[src/atrp_pkg.sv]
package atrp_pkg;

   localparam int TABLE_LEN = 24;
   localparam int GUARD_BITS = 16;
   localparam longint GAIN_Q30 = 64'sd1768195363;
   localparam longint DEG180 = 64'sd11796480;
   localparam int ROLL_MAX = 23040;
   localparam int PITCH_MAX = 11520;
   localparam int ACC_BITS = 26;

   typedef logic signed [ACC_BITS-1:0] angle_type;

   function automatic angle_type atan_deg(input int idx);
      angle_type r;
      unique case (idx)
         0: r = 26'sd2949120;
         1: r = 26'sd1740967;
         2: r = 26'sd919879;
         3: r = 26'sd466945;
         4: r = 26'sd234379;
         5: r = 26'sd117304;
         6: r = 26'sd58666;
         7: r = 26'sd29335;
         8: r = 26'sd14668;
         9: r = 26'sd7334;
         10: r = 26'sd3667;
         11: r = 26'sd1833;
         12: r = 26'sd917;
         13: r = 26'sd458;
         14: r = 26'sd229;
         15: r = 26'sd115;
         16: r = 26'sd57;
         17: r = 26'sd29;
         18: r = 26'sd14;
         19: r = 26'sd7;
         20: r = 26'sd4;
         21: r = 26'sd2;
         22: r = 26'sd1;
         default: r = '0;
      endcase
      return r;
   endfunction

endpackage

[src/atrp_pass2_cell.sv]
module atrp_pass2_cell #(
   parameter int STEP = 0,
   parameter int VW = 40
) (
   input  logic clock,
   input  logic enable,
   input  logic signed [VW-1:0] x_in_d,
   input  logic signed [VW-1:0] y_in_d,
   input  atrp_pkg::angle_type a_in_d,
   output logic signed [VW-1:0] x_out,
   output logic signed [VW-1:0] y_out,
   output atrp_pkg::angle_type a_out
);
   localparam int SH = (STEP < atrp_pkg::TABLE_LEN) ? STEP : 0;
   localparam bit ACTIVE = STEP < atrp_pkg::TABLE_LEN;

   logic signed [VW-1:0] x_ff, y_ff, x_in, y_in;
   atrp_pkg::angle_type a_ff, a_in;

   always_comb begin
      x_in = x_in_d;
      y_in = y_in_d;
      a_in = a_in_d;
      if (ACTIVE) begin
         if (y_in_d < 0) begin
            x_in = x_in_d - (y_in_d >>> SH);
            y_in = y_in_d + (x_in_d >>> SH);
            a_in = a_in_d - atrp_pkg::atan_deg(SH);
         end else begin
            x_in = x_in_d + (y_in_d >>> SH);
            y_in = y_in_d - (x_in_d >>> SH);
            a_in = a_in_d + atrp_pkg::atan_deg(SH);
         end
      end
   end

   always_ff @(posedge clock) begin
      if (enable) begin
         x_ff <= x_in;
         y_ff <= y_in;
         a_ff <= a_in;
      end
   end

   assign x_out = x_ff;
   assign y_out = y_ff;
   assign a_out = a_ff;
endmodule

[config.mk]
export PLATFORM = sky130hd
export DESIGN_NAME = atrp_pass2_cell
export DESIGN_NICKNAME = d
export VERILOG_FILES = /design/src/atrp_pkg.sv /design/src/atrp_pass2_cell.sv
export SDC_FILE = /design/constraint.sdc
export NUM_CORES = 1
export LEC_CHECK = 0
export ABC_AREA = 1
export BUFFER_PORTS_ARGS = -buffer_cell sky130_fd_sc_hd__buf_4
export CAP_MARGIN = 10
export CELL_PAD_IN_SITES_DETAIL_PLACEMENT = 0
export CELL_PAD_IN_SITES_GLOBAL_PLACEMENT = 1
export CORE_MARGIN = 1.5
export CORE_UTILIZATION = 41
export CTS_CLUSTER_DIAMETER = 100
export DETAILED_ROUTE_END_ITERATION = 6
export PLACE_DENSITY = 0.86
export SLEW_MARGIN = 10
export SYNTH_ARGS = -nofsm -noshare
export SYNTH_HDL_FRONTEND = slang
export SYNTH_SLANG_ARGS = --single-unit
[constraint.sdc]
create_clock -name clock -period 3 [get_ports clock]
set_input_delay 0.45 -clock clock [delete_from_list [all_inputs] [get_ports clock]]
set_output_delay 0.45 -clock clock [all_outputs]
set_load 0.005 [all_outputs]
Yosys cells after proc, flatten, opt, wreduce, memory -nomap -nowiden
Index checks and enable logic that the tools add are counted.

cells by class
  $mul = 0
  magnitude comparators = 1
  $add $sub $neg = 5
  shift-type cells = 0
  mux-type cells = 3
  eq/ne operators = 0
  reductions and logical operators = 0
  divide/modulo/power cells = 0
  bitwise operators = 0

operators with widths
  operator                                              count
  two-way mux 40 bit                                    2
  subtractor 40 bit                                     2
  adder 40 bit                                          1
  < comparator 40 x 1 -> 1 bit (second input constant)  1
  adder 26 x 23 -> 26 bit (second input constant)       1
  two-way mux 26 bit                                    1
  subtractor 26 x 23 -> 26 bit (second input constant)  1

storage, ports and cells
  RAM bits = 0
  bits in latches = 0
  register bits = 106
  memory bits (read-only) = 0
  output and inout port bits = 106
  memories kept = 0

Depth between registers and ports, before layout
  depth after elaboration = 2
  depth in mapped cells = 17

Worst setup path before layout
Ideal clock, no wire load.

  path kind = input to register
  from = input port y_in_d[39]
  to = register a_ff[23] (netlist: a_out[23]), data pin
  cell stages on the path = 10
  arrival time = 1.989 ns
  path slack = 0.752 ns
  path buffers = 2
  path through = inv_1 > clkbuf_1 > buf_4 > ha_1 > a21oi_1 > o21ai_0 > a21oi_1 > nor2_1 > nor2_1 > xnor2_1

on the way
  word-level cells in the longest chain between the ends = 2

RTL lines
  item                          RTL line               RTL
  start, declared               atrp_pass2_cell.sv:8   input logic signed [VW-1:0] y_in_d,
  < comparator 40 x 1 -> 1 bit  atrp_pass2_cell.sv:25  if (y_in_d < 0) begin
  two-way mux 26 bit            atrp_pass2_cell.sv:25
  via a_in[23]                  atrp_pass2_cell.sv:18  atrp_pkg::angle_type a_ff, a_in;
  end signal, assigned          atrp_pass2_cell.sv:41  a_ff <= a_in;
  end, declared                 atrp_pass2_cell.sv:18

The timed path passes the listed nets, and every way through them passes these cells.
A chain may end at the register's enable or synchronous reset.

Worst setup path after layout
  from = input port x_in_d[0]
  to = register y_ff[36] (netlist: y_out[36]), data pin

on the way
  word-level cells in the longest chain between the ends = 2

RTL lines
  item                                               RTL line                                      RTL
  start, declared                                    atrp_pass2_cell.sv:7                          input logic signed [VW-1:0] x_in_d,
  subtractor 40 bit or adder 40 bit (tied branches)  atrp_pass2_cell.sv:31, atrp_pass2_cell.sv:27
  two-way mux 40 bit *                               atrp_pass2_cell.sv:25
  via y_in[36]                                       atrp_pass2_cell.sv:17                         logic signed [VW-1:0] x_ff, y_ff, x_in, y_in;
  end signal, assigned                               atrp_pass2_cell.sv:40                         y_ff <= y_in;
  end, declared                                      atrp_pass2_cell.sv:17

The timed path passes the listed nets; every way through them passes the cells marked *.

==> run summary <==
The run finished with clean final reports. The tree is rooted in a sky130_fd_sc_hd__clkbuf_16. The number of buffers and inverters on the critical path is 2.

The run gives 0.448 as the worst relative slew slack. The post-route clock period utilization was 0.876. Power per unit of standard cell area: 387 nW/um^2.

The number of design-rule violations left by the first detailed-router iteration came out at 1042. In this design, the critical path's most frequently occurring cell is sky130_fd_sc_hd__nand2_1. The run gives 0 as the final setup violation count. The number of global-route vias before repair was 13600. Family with the most delay on the worst path: simple AND/OR/NAND/NOR gates.

The fraction of final layout cells sized beyond drive strength 1 was 0.156. Clock tree synthesis inserted a total of 9 buffers. The tools report the register area share after synthesis as 0.240.

The congestion estimate from routability-driven global placement came to 0.984. After global routing the overflow that remains totals 0. Port buffering added 213 buffers. The run gives 2095 as the number of standard cells after synthesis. sky130_fd_sc_hd__edfxtp_1 takes more of the synthesized area than any other cell. The wire length of the first global-routing pass came out at 74400 um.

The die is 182 um wide. The worst setup path is of the in2reg kind. Floorplan core area: 31600 um^2. Setup repair after global routing left no endpoint under its margin. The kind of start point of the critical path is a primary input.

The hold violation count in the final report is 0, and the number of synthesized flops with an enable pin is 105. Proportion of synthesized flip-flops having asynchronous set or reset: 0. Sorting the synthesized cells by area gives the leading types as sky130_fd_sc_hd__edfxtp_1 (24%), sky130_fd_sc_hd__nand2_1 (20%), sky130_fd_sc_hd__ha_1 (12%), sky130_fd_sc_hd__inv_1 (10%), sky130_fd_sc_hd__nand3_1 (6.9%). The required arrival time at the worst endpoint was 3.15 ns; the die span in y was 182 um.

The biggest fanout along the worst timing path was 4; the number of buffers between clock root and the deepest sink was 2. Buffers inserted to repair hold after CTS numbered 0. For this run, design rule violations remaining after detail routing come to 0. The run gives 1 as the number of antenna violations at the first check in global routing. After clock tree synthesis, the clock-pin slew on the worst setup and hold paths is 0.08 ns.

Worst-margin pin slew: 0.828 ns. In the final routed layout, each cell accounts on average for 18.1 um. The analysis attributes to cell leakage a power of 8.39 nW. Among all stages on the critical path, the largest delay is contributed by sky130_fd_sc_hd__fa_1. Yosys mapped the design onto 43 distinct sky130hd cell types. The final max-slew violation count was 0; the number of setup buffers added after CTS was 0. Data arrives at the worst endpoint at 2.78 ns.

Summing every instance area after synthesis gives 13100 um^2. Once the clock tree was built, the resizer swapped 0 gates to a different size. For the final worst slack, the log shows 0.373 ns. For the total of max-cap violations, the log shows 0. Global-route usage over all layers: 0.297. The initial standard-cell utilization of the core is 0.416, and the number of standard-cell rows in the floorplan is 65. TritonCTS built the clock tree. Dividing the detail-routed via count by the number of cells gives 5.14. Summed over all nets, the half-perimeter wirelength after detailed placement is 41700 um. The worst hold path begins at a_in_d[12]. The setup slack after placement is -0.0143 ns.

Post-synthesis net count: 2332. The CTS H-tree depth is 3. Counting the fill cells in the layout gives 3338. For this run, the post-layout net count is 2549. The first detailed-routing pass took 5 iterations. The detail route stage leaves a number of antenna-violating nets equal to 0. Wires add up to 49100 um. The worst hold path class was in2reg. Timing would allow up to 0.381 GHz. Entering global routing, the biggest net connects 70 pins. Traced cell by cell, the critical path runs through buf_4, ha_1, fa_1, inv_1, nand2_1, nand3_1, nand2_1, nand3_1, nand2_1, nand2_1, nand2_1, nand2_1, nand2_1, nand3_1, nand2_1. The most used flip-flop cell after synthesis was sky130_fd_sc_hd__edfxtp_1.

The signed area change from the synthesized netlist to the final layout is 18.5%, and the total number of yosys warnings is 0. The synthesized area per cell is 6.26 um^2. STA classifies the critical path endpoint as a flop. Hold is met by 0.236 ns. The run gives 33100 um^2 as the die footprint. For this design the top-level I/O count stands at 214. The number of stages on the worst hold path is 1, and the worst vdd rail ir drop is 0.286 mV.

For this run, the slowest stage of the critical path takes 0.41 ns. The clock period minus worst slack came out at 2.63 ns. 0 antenna diodes ended up in the layout. The fraction of post-synthesis cell area in the top cell type by area came out at 0.240. Synthesis inferred 105 register bits. For hold timing, the worst endpoint is a_out[12].

The tree built by TritonCTS fans out to 105 sinks. The routed layout has 14000 vias.
layout by cell type, fill, tap and decap left out, drive strengths merged, types with 3 or more instances in the layout:
cell type  instances
fa                 4
clkbuf             9
a21oi            126
nor2             191
nor3               8
nand3            185
nand2            732
ha               125
edfxtp           105
o21bai            21
nand4             11
o21ai             81
xor2              40
or2                7
a31oi              3
buf              260
o22ai              9
xnor2              4
and2               7
nor4               3
o211ai             6
inv              373
stage by stage:
step,util,power [mW],cell area [um^2],cells,setup TNS (ns)
after global routing,0.493,6.38,15500,2719,0
after CTS,0.493,6.04,15500,2719,0
final,0.493,6.02,15500,2719,0
after global placement,0.482,4.62,15200,2703,-0.00396
after detailed placement,0.482,4.63,15200,2703,-0.0143
after floorplan,-,3.51,13100,2095,0
how the worst max path moves through the flow:
| stage | slack [ns] | cells after the start | startpoint | to |
|---|---|---|---|---|
| floorplan | 0.75 | 10 | y_in_d[39] | a_out[23] |
| global placement | -0.004 | 13 | x_in_d[6] | x_out[15] |
| detailed placement | -0.01 | 15 | x_in_d[0] | y_out[36] |
| CTS | 0.39 | 15 | x_in_d[0] | y_out[36] |
| global route | 0.15 | 15 | x_in_d[0] | y_out[36] |
| finish | 0.37 | 15 | x_in_d[0] | y_out[36] |
flip-flops by register name, indices dropped and copies added (netlist names):
signal	cells
x_out	40
y_out	39
a_out	26
cell families after synthesis:
family	synth area share
flip-flops	0.240
AO/OA/AOI/OAI	0.107
AND/OR/NAND/NOR	0.365
XOR/XNOR	0.0294
buffers and inverters	0.133
adder cells (fa/ha/maj)	0.125
power by group:
| part | internal [mW] | switching (mW) |
|---|---|---|
| combinational | 0.993 | 1.71 |
| sequential | 1.87 | 0.0652 |
| clock | 0.684 | 0.691 |
routing by layer:
metal / share of wire / up-vias / GRT usage / wire (um)
met5: 0.00026 / - / 0 / 13
met4: 0.026 / 2 / 0.0969 / 1290
met3: 0.079 / 67 / 0.0439 / 3880
met2: 0.45 / 567 / 0.489 / 21900
met1: 0.45 / 6360 / 0.398 / 22000
li1: - / 6989 / - / -
area by class of cell:
type | instances | area [um^2] | share of cell area
clock buffer | 9 | 225 | 0.0145
clock inverter | 7 | 103 | 0.00660
inverter | 369 | 1390 | 0.0891
multi-input combinational | 1567 | 8220 | 0.528
sequential | 105 | 3150 | 0.203
tap | 402 | 503 | 0.0323
timing repair buffer | 260 | 1960 | 0.126
Yosys cell counts, drive strengths merged, types with 6 or more instances:
library cell and instances:
a21oi 126, nand4 11, or2 7, nor3 8, o22ai 9, o211ai 6
xor2 40, nand2 732, ha 125, nand3 185, nor2 191, o21bai 21
clkbuf 9, buf 45, inv 369, edfxtp 105, and2 7, o21ai 81
No activity file was read; power rests on OpenSTA's default activity.
